===== config.mk =====
export PLATFORM = sky130hd
export DESIGN_NAME = polynomial_multiply
export DESIGN_NICKNAME = d
export VERILOG_FILES = /design/src/sv/pmul_pkg.sv /design/src/sv/polynomial_multiply.sv /design/src/sv/pmul_ctrl.sv /design/src/sv/pmul_dp.sv
export SDC_FILE = /design/constraint.sdc
export NUM_CORES = 2
export LEC_CHECK = 0
export ABC_CLOCK_PERIOD_IN_PS = 8280
export BUFFER_PORTS_ARGS = -buffer_cell sky130_fd_sc_hd__buf_2
export CORE_ASPECT_RATIO = 0.9
export CORE_UTILIZATION = 65
export CTS_CLUSTER_SIZE = 24
export DETAILED_ROUTE_END_ITERATION = 6
export HOLD_SLACK_MARGIN = 0.05
export PLACE_DENSITY = 0.82
export SYNTH_ARGS = -nofsm -noshare
export SYNTH_HDL_FRONTEND = slang
export SYNTH_SLANG_ARGS = --single-unit
export TNS_END_PERCENT = 100

===== constraint.sdc =====
create_clock -name aclk -period 8.28 [get_ports aclk]
set_input_delay 0.414 -clock aclk [delete_from_list [all_inputs] [get_ports aclk]]
set_output_delay 0.414 -clock aclk [all_outputs]
set_load 0.03 [all_outputs]

===== src/sv/pmul_pkg.sv =====
// Package for the polynomial multiplier: transaction payload types, controller
// command and status types, state encoding and default sizes.
// No dependencies.
package pmul_pkg;

    localparam int MAX_TERMS_DEF = 16;
    localparam int COEF_BITS_DEF = 32;

    localparam int COEF_W = 32;
    localparam int TDEG_W = 5;
    localparam int PROD_W = 64;

    typedef struct packed {
        logic signed [COEF_W-1:0] coef_a;
        logic signed [COEF_W-1:0] coef_b;
        logic                     final_term;
    } in_t;

    typedef struct packed {
        logic [TDEG_W-1:0]        term_degree;
        logic signed [PROD_W-1:0] product_coef;
        logic                     overflow;
        logic                     end_of_product;
    } out_t;

    typedef enum logic [1:0] {
        ST_LOAD,
        ST_ISSUE,
        ST_WAIT
    } state_t;

    // Controller to datapath.
    typedef struct packed {
        logic wr_en;     // store the incoming coefficient pair
        logic issue;     // start one multiply-accumulate term
        logic first;     // term opens a product coefficient
        logic last;      // term closes a product coefficient
        logic load_out;  // move the finished sum into the output register
        logic end_prod;  // result being loaded is the highest degree
        logic overflow;  // pairs were dropped during this load
    } cmd_t;

    // Datapath to controller.
    typedef struct packed {
        logic acc_done;  // accumulator holds a finished coefficient
        logic out_free;  // output register can take a result this cycle
    } status_t;

endpackage


===== src/sv/polynomial_multiply.sv =====
// Top level of the polynomial multiplier: ports, controller and datapath.
// Depends on pmul_pkg, pmul_ctrl and pmul_dp.
//
// This block multiplies two integer polynomials by convolving their
// coefficients. Each input transaction carries one coefficient of each
// operand at the same degree, starting at degree 0 and rising by one per
// transaction; the transaction with final_term set closes the load. Only the
// low COEF_BITS bits of each coefficient are used, read as two's complement.
// Up to MAX_TERMS pairs are stored; later pairs of the same load are dropped
// and every result of that product then reports overflow. After the final
// transaction the block returns one result transaction per product degree,
// 0 to 2n-2 for n stored pairs, in ascending order, zero coefficients
// included, with end_of_product set on the last one. Sums wrap at 64 bits
// and term_degree holds the low five bits of the degree. Loading takes one
// transaction per cycle. The product is computed by one shared
// multiply-accumulate unit fed from two single-read-port operand memories,
// one coefficient pair per cycle while a degree's terms are issued, so the
// block stays busy after the final transaction until every degree is done
// (longer while the result side stalls); each degree passes its terms
// through read, multiply and accumulate before its result is loaded. During
// that time s_ready is low. Loading of the next polynomial may start while
// the last result still waits in the output register.
module polynomial_multiply #(
    parameter int MAX_TERMS = pmul_pkg::MAX_TERMS_DEF,
    parameter int COEF_BITS = pmul_pkg::COEF_BITS_DEF
) (
    input  logic            aclk,
    input  logic            aresetn,
    input  logic            s_valid,
    output logic            s_ready,
    input  pmul_pkg::in_t   s_data,
    output logic            m_valid,
    input  logic            m_ready,
    output pmul_pkg::out_t  m_data
);

    localparam int IDX_W = $clog2(MAX_TERMS);
    localparam int DEG_W = $clog2(2 * MAX_TERMS - 1);

    pmul_pkg::cmd_t    cmd;
    pmul_pkg::status_t status;
    logic [IDX_W-1:0]  wr_addr;
    logic [IDX_W-1:0]  rd_a_addr;
    logic [IDX_W-1:0]  rd_b_addr;
    logic [DEG_W-1:0]  out_deg;

    // The controller counts stored pairs and walks each product degree over
    // the index range where both operands have a coefficient.
    pmul_ctrl #(
        .MAX_TERMS (MAX_TERMS),
        .IDX_W     (IDX_W),
        .DEG_W     (DEG_W)
    ) u_ctrl (
        .aclk      (aclk),
        .aresetn   (aresetn),
        .s_valid   (s_valid),
        .s_final   (s_data.final_term),
        .s_ready   (s_ready),
        .status    (status),
        .cmd       (cmd),
        .wr_addr   (wr_addr),
        .rd_a_addr (rd_a_addr),
        .rd_b_addr (rd_b_addr),
        .out_deg   (out_deg)
    );

    // The datapath holds the operands, the multiplier, the accumulator and
    // the output register that decouples the result side.
    pmul_dp #(
        .MAX_TERMS (MAX_TERMS),
        .COEF_BITS (COEF_BITS),
        .IDX_W     (IDX_W),
        .DEG_W     (DEG_W)
    ) u_dp (
        .aclk      (aclk),
        .aresetn   (aresetn),
        .in_a      (s_data.coef_a[COEF_BITS-1:0]),
        .in_b      (s_data.coef_b[COEF_BITS-1:0]),
        .cmd       (cmd),
        .wr_addr   (wr_addr),
        .rd_a_addr (rd_a_addr),
        .rd_b_addr (rd_b_addr),
        .out_deg   (out_deg),
        .status    (status),
        .m_valid   (m_valid),
        .m_ready   (m_ready),
        .m_data    (m_data)
    );

endmodule


===== src/sv/pmul_ctrl.sv =====
// Controller of the polynomial multiplier: load counting, degree and term
// sequencing. Depends on pmul_pkg.
module pmul_ctrl #(
    parameter int MAX_TERMS = pmul_pkg::MAX_TERMS_DEF,
    parameter int IDX_W     = $clog2(MAX_TERMS),
    parameter int DEG_W     = $clog2(2 * MAX_TERMS - 1)
) (
    input  logic                  aclk,
    input  logic                  aresetn,
    input  logic                  s_valid,
    input  logic                  s_final,
    output logic                  s_ready,
    input  pmul_pkg::status_t     status,
    output pmul_pkg::cmd_t        cmd,
    output logic [IDX_W-1:0]      wr_addr,
    output logic [IDX_W-1:0]      rd_a_addr,
    output logic [IDX_W-1:0]      rd_b_addr,
    output logic [DEG_W-1:0]      out_deg
);

    localparam int CNT_W = $clog2(MAX_TERMS + 1);

    pmul_pkg::state_t state_reg, state_next;
    logic [CNT_W-1:0] count_reg, count_next;
    logic             ovf_reg, ovf_next;
    logic [DEG_W-1:0] deg_reg, deg_next;
    logic [IDX_W-1:0] i_reg, i_next;

    logic [DEG_W-1:0] nm1;
    logic [DEG_W-1:0] last_deg;
    logic [DEG_W-1:0] deg_inc;
    logic [IDX_W-1:0] i_lo;
    logic [IDX_W-1:0] i_hi;
    logic             accept;
    logic             room;
    logic             term_last;
    logic             emit;
    logic             prod_end;

    // Lowest term index that contributes to degree d.
    function automatic logic [IDX_W-1:0] lo_of(input logic [DEG_W-1:0] d,
                                                input logic [DEG_W-1:0] m);
        logic [DEG_W-1:0] diff;
        diff = d - m;
        return (d >= m) ? diff[IDX_W-1:0] : '0;
    endfunction

    assign nm1       = DEG_W'(count_reg) - 1'b1;
    assign last_deg  = DEG_W'({count_reg - 1'b1, 1'b0});
    assign deg_inc   = deg_reg + 1'b1;
    assign i_lo      = lo_of(deg_reg, nm1);
    assign i_hi      = (deg_reg < DEG_W'(count_reg)) ? deg_reg[IDX_W-1:0] : nm1[IDX_W-1:0];
    assign accept    = s_valid && s_ready;
    assign room      = count_reg < CNT_W'(MAX_TERMS);
    assign term_last = (i_reg == i_hi);
    assign emit      = status.acc_done && status.out_free;
    assign prod_end  = (deg_reg == last_deg);

    // Next state.
    always_comb begin
        state_next = state_reg;
        unique case (state_reg)
            pmul_pkg::ST_LOAD: begin
                if (accept && s_final) begin
                    state_next = pmul_pkg::ST_ISSUE;
                end
            end
            pmul_pkg::ST_ISSUE: begin
                if (term_last) begin
                    state_next = pmul_pkg::ST_WAIT;
                end
            end
            pmul_pkg::ST_WAIT: begin
                if (emit) begin
                    state_next = prod_end ? pmul_pkg::ST_LOAD : pmul_pkg::ST_ISSUE;
                end
            end
            default: state_next = pmul_pkg::ST_LOAD;
        endcase
    end

    // Outputs and counter updates.
    always_comb begin
        s_ready    = 1'b0;
        cmd        = '0;
        count_next = count_reg;
        ovf_next   = ovf_reg;
        deg_next   = deg_reg;
        i_next     = i_reg;
        unique case (state_reg)
            pmul_pkg::ST_LOAD: begin
                s_ready = 1'b1;
                if (accept) begin
                    if (room) begin
                        cmd.wr_en  = 1'b1;
                        count_next = count_reg + 1'b1;
                    end else begin
                        ovf_next = 1'b1;
                    end
                    if (s_final) begin
                        deg_next = '0;
                        i_next   = '0;
                    end
                end
            end
            pmul_pkg::ST_ISSUE: begin
                cmd.issue = 1'b1;
                cmd.first = (i_reg == i_lo);
                cmd.last  = term_last;
                if (!term_last) begin
                    i_next = i_reg + 1'b1;
                end
            end
            pmul_pkg::ST_WAIT: begin
                if (emit) begin
                    cmd.load_out = 1'b1;
                    cmd.end_prod = prod_end;
                    if (prod_end) begin
                        count_next = '0;
                        ovf_next   = 1'b0;
                    end else begin
                        deg_next = deg_inc;
                        i_next   = lo_of(deg_inc, nm1);
                    end
                end
            end
            default: begin
                s_ready = 1'b0;
            end
        endcase
        cmd.overflow = ovf_reg;
    end

    always_comb begin
        logic [DEG_W-1:0] bidx;
        bidx      = deg_reg - DEG_W'(i_reg);
        wr_addr   = count_reg[IDX_W-1:0];
        rd_a_addr = i_reg;
        rd_b_addr = bidx[IDX_W-1:0];
        out_deg   = deg_reg;
    end

    always_ff @(posedge aclk) begin
        if (!aresetn) begin
            state_reg <= pmul_pkg::ST_LOAD;
            count_reg <= '0;
            ovf_reg   <= 1'b0;
            deg_reg   <= '0;
            i_reg     <= '0;
        end else begin
            state_reg <= state_next;
            count_reg <= count_next;
            ovf_reg   <= ovf_next;
            deg_reg   <= deg_next;
            i_reg     <= i_next;
        end
    end

    a_count_range: assert property (@(posedge aclk) disable iff (!aresetn)
        count_reg <= CNT_W'(MAX_TERMS))
        else $error("stored pair count beyond capacity");

    a_compute_nonempty: assert property (@(posedge aclk) disable iff (!aresetn)
        (state_reg != pmul_pkg::ST_LOAD) |-> (count_reg != '0))
        else $error("product sequencing with no stored pairs");

    a_b_index_valid: assert property (@(posedge aclk) disable iff (!aresetn)
        cmd.issue |-> (CNT_W'(rd_b_addr) < count_reg))
        else $error("second operand index outside loaded range");

    a_end_returns: assert property (@(posedge aclk) disable iff (!aresetn)
        (cmd.load_out && cmd.end_prod) |=> (state_reg == pmul_pkg::ST_LOAD && count_reg == '0))
        else $error("controller did not return to loading after the last coefficient");

endmodule


===== src/sv/pmul_dp.sv =====
// Datapath of the polynomial multiplier: operand stores, registered
// multiplier, accumulator and output register. Depends on pmul_pkg.
module pmul_dp #(
    parameter int MAX_TERMS = pmul_pkg::MAX_TERMS_DEF,
    parameter int COEF_BITS = pmul_pkg::COEF_BITS_DEF,
    parameter int IDX_W     = $clog2(MAX_TERMS),
    parameter int DEG_W     = $clog2(2 * MAX_TERMS - 1)
) (
    input  logic                  aclk,
    input  logic                  aresetn,
    input  logic [COEF_BITS-1:0]  in_a,
    input  logic [COEF_BITS-1:0]  in_b,
    input  pmul_pkg::cmd_t        cmd,
    input  logic [IDX_W-1:0]      wr_addr,
    input  logic [IDX_W-1:0]      rd_a_addr,
    input  logic [IDX_W-1:0]      rd_b_addr,
    input  logic [DEG_W-1:0]      out_deg,
    output pmul_pkg::status_t     status,
    output logic                  m_valid,
    input  logic                  m_ready,
    output pmul_pkg::out_t        m_data
);

    logic [COEF_BITS-1:0] mem_a [MAX_TERMS];
    logic [COEF_BITS-1:0] mem_b [MAX_TERMS];

    logic signed [COEF_BITS-1:0]      rd_a_reg;
    logic signed [COEF_BITS-1:0]      rd_b_reg;
    logic signed [2*COEF_BITS-1:0]    prod_reg;
    logic signed [pmul_pkg::PROD_W-1:0] prod_ext;
    logic signed [pmul_pkg::PROD_W-1:0] acc_reg, acc_next;
    logic s1_valid_reg, s1_first_reg, s1_last_reg;
    logic s2_valid_reg, s2_first_reg, s2_last_reg;
    logic acc_done_reg, acc_done_next;
    logic m_valid_reg, m_valid_next;
    pmul_pkg::out_t out_reg;
    logic out_free;

    always_ff @(posedge aclk) begin
        if (cmd.wr_en) begin
            mem_a[wr_addr] <= in_a;
            mem_b[wr_addr] <= in_b;
        end
        rd_a_reg <= mem_a[rd_a_addr];
        rd_b_reg <= mem_b[rd_b_addr];
    end

    always_ff @(posedge aclk) begin
        prod_reg <= rd_a_reg * rd_b_reg;
    end

    assign prod_ext = pmul_pkg::PROD_W'(prod_reg);
    assign out_free = !m_valid_reg || m_ready;

    always_comb begin
        acc_next      = acc_reg;
        acc_done_next = acc_done_reg;
        if (s2_valid_reg) begin
            acc_next = s2_first_reg ? prod_ext : acc_reg + prod_ext;
        end
        if (cmd.load_out) begin
            acc_done_next = 1'b0;
        end
        if (s2_valid_reg && s2_last_reg) begin
            acc_done_next = 1'b1;
        end
        m_valid_next = m_valid_reg;
        if (cmd.load_out) begin
            m_valid_next = 1'b1;
        end else if (m_ready) begin
            m_valid_next = 1'b0;
        end
    end

    always_ff @(posedge aclk) begin
        acc_reg <= acc_next;
        if (cmd.load_out) begin
            out_reg.term_degree    <= pmul_pkg::TDEG_W'(out_deg);
            out_reg.product_coef   <= acc_reg;
            out_reg.overflow       <= cmd.overflow;
            out_reg.end_of_product <= cmd.end_prod;
        end
    end

    always_ff @(posedge aclk) begin
        if (!aresetn) begin
            s1_valid_reg <= 1'b0;
            s1_first_reg <= 1'b0;
            s1_last_reg  <= 1'b0;
            s2_valid_reg <= 1'b0;
            s2_first_reg <= 1'b0;
            s2_last_reg  <= 1'b0;
            acc_done_reg <= 1'b0;
            m_valid_reg  <= 1'b0;
        end else begin
            s1_valid_reg <= cmd.issue;
            s1_first_reg <= cmd.first;
            s1_last_reg  <= cmd.last;
            s2_valid_reg <= s1_valid_reg;
            s2_first_reg <= s1_first_reg;
            s2_last_reg  <= s1_last_reg;
            acc_done_reg <= acc_done_next;
            m_valid_reg  <= m_valid_next;
        end
    end

    assign status.acc_done = acc_done_reg;
    assign status.out_free = out_free;
    assign m_valid         = m_valid_reg;
    assign m_data          = out_reg;

    a_load_needs_room: assert property (@(posedge aclk) disable iff (!aresetn)
        cmd.load_out |-> out_free)
        else $error("result loaded over one not yet taken");

    a_no_term_over_done: assert property (@(posedge aclk) disable iff (!aresetn)
        s2_valid_reg |-> !acc_done_reg)
        else $error("new term accumulated before finished coefficient was taken");

endmodule


# Word level (Yosys, flattened, before mapping)

Memories as Yosys holds them, arrays and structs flattened. A register that Yosys moved wholly into a read port is not among the register bits.
Index checks and enable logic that the tools add are counted.

Memories: 2
Output and inout bits: 73
Register bits: 224
Bits of input ports: 69
Memory bits (writable): 1024
Word-level logic and storage cells: 110

Memories:

| name       | words | bits a word | rd ports | clocked after Yosys merged registers in | wr ports | RTL line      | source |
|---|---|---|---|---|---|---|---|
| u_dp.mem_a | 16    | 32          | 1        | 1                                       | 1        | pmul_dp.sv:24 | `logic [COEF_BITS-1:0] mem_a [MAX_TERMS];` |
| u_dp.mem_b | 16    | 32          | 1        | 1                                       | 1        | pmul_dp.sv:25 | `logic [COEF_BITS-1:0] mem_b [MAX_TERMS];` |

Mux-type cells: 43
Reduce and logical (&&, ||, !) cells: 18
Multipliers: 1
Equal/unequal tests: 15
Magnitude comparators: 4
$add $sub $neg: 8

Operators with widths:

| cell                  | count |
|---|---|
| $add A64 B64 Y64      | 1 |
| $mul A32 B32 Y64      | 1 |
| $mux W64              | 1 |
| $mux W5               | 8 |
| $mux W4               | 8 |
| $pmux W5 S2           | 2 |
| $mux W1               | 15 |
| $reduce_and A5 Y1     | 3 |
| $ne A2 B1 Y1 const B  | 6 |
| $pmux W4 S3           | 1 |
| $sub A4 B4 Y4         | 3 |
| $add A5 B1 Y5 const B | 2 |
| $ge A5 B5 Y1          | 2 |
| $mux W2               | 5 |
| $eq A4 B4 Y1          | 2 |
| $ne A2 B2 Y1 const B  | 4 |
| $pmux W2 S3           | 1 |
| $reduce_and A6 Y1     | 1 |
| $reduce_bool A2 Y1    | 3 |
| $eq A5 B5 Y1          | 1 |
| $lt A5 B5 Y1          | 1 |
| $lt A5 B5 Y1 const B  | 1 |
| $sub A5 B1 Y5 const B | 1 |
| $add A4 B1 Y4 const B | 1 |
| 11 further kinds      | 15 |

# Longest topological paths before layout

Word-level depth: 7
Mapped depth: 29
Depth with buffers taken out: 27

# Hierarchy

From an unflattened synthesis, not the netlist that was laid out.

Cell total of the unflattened synthesis: 6528
Area, all modules: 87774.2 um2

Modules (own cells, without submodules):

| module    | seq. area each (um2) | times used | cells an instance | area an instance (um2) |
|---|---|---|---|---|
| pmul_dp   | 37526.0              | 1          | 6272              | 85757.2 |
| pmul_ctrl | 340.3                | 1          | 256               | 2016.9 |

# Worst setup path after synthesis

OpenSTA, ideal clock, no wires.

Path type: reg2reg
Start: register u_dp.rd_a_reg[31] (read register of u_dp.mem_a)
End: register u_dp.prod_reg[60] (netlist: u_dp.prod_ext[60])
Setup slack: 755 ps
Buffers on the path: 2
Required time: 8177 ps
Period minus slack after synthesis: 7525 ps
Stages on the path, launching flop included: 25
Data arrival time: 7422 ps
Library setup time: 103 ps
Cell sequence: dfxtp_1 > clkbuf_1 > nand2_1 > inv_1 > fa_1 > fa_1 > fa_1 > fa_1 > inv_1 > fa_1 > inv_1 > fa_1 > inv_1 > fa_1 > inv_1 > fa_1 > ha_1 > clkbuf_1 > a21o_1 > a31o_2 > nand2b_1 > o31ai_2 > a21oi_2 > mux2i_1 > a2111oi_2

Word-level cells in the longest chain between the ends: 1

Ends and longest elaborated chain:

| item                   | RTL line      | source |
|---|---|---|
| start: declaration     | pmul_dp.sv:27 | `logic signed [COEF_BITS-1:0] rd_a_reg;` |
| $mul A32 B32 Y64       | pmul_dp.sv:49 | `prod_reg <= rd_a_reg * rd_b_reg;` |
| end signal: assignment | pmul_dp.sv:49 |  |
| end: declaration       | pmul_dp.sv:29 | `logic signed [2*COEF_BITS-1:0] prod_reg;` |

Every way passes these cells.
A chain may end at the register's enable or synchronous reset.

# Worst setup path after layout

Start: register u_dp.rd_b_reg[24] (read register of u_dp.mem_b)
End: register u_dp.prod_reg[61] (netlist: u_dp.prod_ext[61])

Word-level cells in the longest chain between the ends: 1

Ends and longest elaborated chain:

| item               | RTL line      | source |
|---|---|---|
| start: declaration | pmul_dp.sv:28 | `logic signed [COEF_BITS-1:0] rd_b_reg;` |
| $mul A32 B32 Y64   | pmul_dp.sv:49 |  |

Every way passes these cells.

==> summary.md <==
| Metric | Value |
|---|---|
| Status | complete, but fails checks |
| Failing checks | design-rule violations |
| Nets@finish | 8193 |
| Clock latency at the later pin of the worst-skew pair | around 0.8 ns |
| Rows | between 100 and 150 |
| Clk_skew | 0.0466 ns |
| Clock root buffer | clkbuf_16 |
| Synth Register Bits | roughly 1300 |
| Final setup vio count | 0 |
| Avg Synthesized Cell Area | approximately 13 µm² |
| Max Slew Vio Count | 0 |
| Hold WC Path Type | in2reg |
| Crit Reg-Reg Startpoint | u_dp.rd_b_reg[24] |
| Clock-pin slew on the worst setup and hold paths | 0.07 ns |
| I/O Pins | roughly 140 |
| # DRC | 9 |
| FF-to-FF path depth | 23 |
| PortBufs | between 100 and 150 |
| Final period utilization | a little over nine tenths |
| Die area | between 100000 and 150000 µm² |
| Inserted Clock Buffers | 132 |
| Max cap viols | 0 |
| Iter 0 DRT Violations | about 6600 |
| DP Wirelength | between 100000 and 150000 µm |
| Sequential cell area | ~38000 µm² |
| Worst R2R Setup Slack | 0.10 ns |
| Proportion of layout cells with a drive suffix above 1 | between 10% and 20% |
| Most common cell after layout, fill and taps aside | edfxtp_1 |
| Multi-input logic area | roughly 45000 µm² |
| Reg-to-reg endpoint | u_dp.prod_ext[61] |
| Post-synth cell types | 78 |
| Share of async-settable or async-resettable flops after synthesis | 0% |
| Fillers | roughly 8300 |
| Slew headroom | about a tenth |
| Initial Utilization | between 60% and 70% |
| Ys Warns | 0 |
| CP endpoint | u_dp.prod_ext[61] |
| First-pass GRT wire length | around 340000 µm |
| Via count | 54100 |
| Setup Fix Bufs, Post-CTS | 0 |
| Commonest non-fill, non-tap cells in the layout | edfxtp_1, fa_1, inv_1, nand2_1, and2_1 |
| Post-synthesis sequential area ratio | around 43% |
| Post-Syn Nets | approximately 8000 |
| Max Fclk | between 100 and 150 MHz |
| CP required | 8.98 ns |
| Synthesized area | slightly below 90000 µm² |
| Final core utilization | between 70 and 80% |
| Gr usage total | 33.8% |
| Drt pass-1 iters | 7 |
| Congestion Overflow GR | 0 |
| Crit Path Category | reg2reg |
| CTS sink cnt | 1312 |
| Min Tclk post-route | 8.18 ns |
| Core Footprint | ~130000 µm² |
| Die Wd | roughly 390 µm |
| CTS tree | built |
| H-tree depth | 4 |
| Post-synth EDFFs | 1159 |
| Maximum clock path buffer count | 3 |
| Initial antenna violation count | 10 |
| DR WL/cell | 26.1 µm |
| Fin. Hold Viols | 0 |
| Vias in the first global route | 57300 |
| RD Place Congestion | 0.931 |
| Via/cell ratio | around 6.3 |
| Kind of end point of the critical path | flop |
| Syn-to-layout area delta | 9.20% |
| Total routed wirelength | roughly 220000 µm |
| Ys flop type | edfxtp_1 |
| WP data arrival | between 8 and 9 ns |
| Startpoint types | flop |
| Die height | approximately 350 µm |
| Critical path peak fanout | 15 |
| Post-synthesis cell count | between 6000 and 7000 |
| Largest net degree at the start of global routing | approximately 110 |
| Post-DRT Antenna Nets | 0 |
| Worst Max-Slew Pin Slew | 1.35 ns |
| Crit. Startpoint | u_dp.rd_b_reg[24] |
## routing by layer
metal  vias up  wire, µm  track usage [%]
li1      22400         -                -
met1     27200     83600             45.8
met2      3801    103000             52.6
met3       664     29600             10.6
met4        14      8420             11.2
met5         -        93                0
## how the worst min path moves through the flow
stage | start | to | slack, ns | depth (start not counted)
3_5_place_dp | u_ctrl.ovf_reg | u_dp.m_data[1] | 0.42 | 0
3_3_place_gp | u_dp.s1_valid_reg | u_dp.s2_valid_reg | 0.41 | 1
2_1_floorplan | u_ctrl.ovf_reg | u_dp.m_data[1] | 0.40 | 0
6_report | s_valid | u_ctrl.count_reg[2] | 0.14 | 4
5_1_grt | s_valid | u_ctrl.count_reg[2] | 0.14 | 4
4_1_cts | s_valid | u_ctrl.count_reg[2] | 0.09 | 4
## worst max-delay path: stages, from the launching register on
cell and delay [ns]:
dfxtp_1 0.91, nand2_1 0.20, fa_1 0.55, inv_1 0.06, fa_1 0.49, inv_1 0.06
fa_1 0.53, inv_1 0.06, fa_1 0.46, fa_1 0.56, fa_1 0.44, fa_1 0.59
fa_1 0.46, ha_1 0.40, a21o_1 0.22, a21o_1 0.18, a211oi_1 0.43, nor3_1 0.14
nor4_2 0.25, a211oi_2 0.12, o22ai_1 0.31, o311ai_2 0.16, a211oi_1 0.31, xnor2_1 0.16
## synthesized netlist by cell type (8+ instances only)
| cell | instances | area share, % |
|---|---|---|
| a21boi_0 | 10 | 0.086 |
| o21bai_1 | 18 | 0.15 |
| a21oi_1 | 138 | 0.79 |
| inv_1 | 1009 | 4.3 |
| a221oi_1 | 8 | 0.080 |
| and3_1 | 20 | 0.14 |
| dfxtp_1 | 153 | 3.5 |
| o21a_1 | 15 | 0.13 |
| a31oi_1 | 49 | 0.35 |
| xnor2_1 | 95 | 0.95 |
| fa_1 | 1086 | 25 |
| nor2b_1 | 20 | 0.14 |
| a21o_1 | 87 | 0.75 |
| nor3_1 | 31 | 0.18 |
| clkbuf_1 | 285 | 1.2 |
| o31ai_1 | 11 | 0.094 |
| and2_1 | 558 | 4.0 |
| a211oi_1 | 46 | 0.39 |
| ha_1 | 276 | 3.9 |
| nand4_1 | 24 | 0.17 |
| mux4_2 | 288 | 7.4 |
| nand2_1 | 686 | 2.9 |
| nand2b_1 | 27 | 0.19 |
| or3_1 | 9 | 0.064 |
| edfxtp_1 | 1159 | 40 |
| nand3_1 | 34 | 0.19 |
| o211ai_1 | 8 | 0.069 |
| xor2_1 | 52 | 0.52 |
| nor2_1 | 116 | 0.50 |
| buf_1 | 35 | 0.15 |
| o21ai_0 | 133 | 0.76 |
| and4_1 | 9 | 0.090 |
## kinds of logic after synthesis
family                     count (synthesis)  synth area share [%]
xor gates and xnor gates                 147                  1.47
muxes                                    297                  7.51
buffers and inverters                   1337                  5.74
DFF                                     1312                  43.2
adders and majority gates               1362                  28.8
AOI/OAI and AO/OA                        590                  4.42
and+or+nand+nor                         1562                  8.85
## stage by stage
stage	area [µm²]	TNS (ns)	setup WS [ns]	instances	hold slack (ns)
floorplan	87600	0	0.755	6607	0.403
global placement	90600	0	0.290	8303	0.414
detailed placement	90600	0	0.148	8303	0.416
CTS	95600	0	0.0501	8611	0.0923
global route	95600	-0.0467	-0.0260	8613	0.141
finish	95600	0	0.104	8619	0.142
## repair_timing
| item | CTS | global route |
|---|---|---|
| resized for setup | 1 | 22 |
| endpoints found under the setup margin | 1 | 15 |
| hold endpoints to repair | 1031 | 0 |
| hold buffers | 66 | 0 |
## cell type report
| type | count | share of cell area (%) |
|---|---|---|
| clock buffers | 172 | 3.77 |
| repair buffers | 347 | 2.72 |
| multi-input cells | 3958 | 46.9 |
| inverters | 1011 | 3.97 |
| well taps | 1741 | 2.28 |
| flip-flops and latches | 1312 | 39.6 |
| diodes | 8 | 0.0209 |
| clock inverters | 70 | 0.703 |
Power is not shown: default switching activity piles up to over one toggle a cycle in this logic, so the estimate is an artifact.
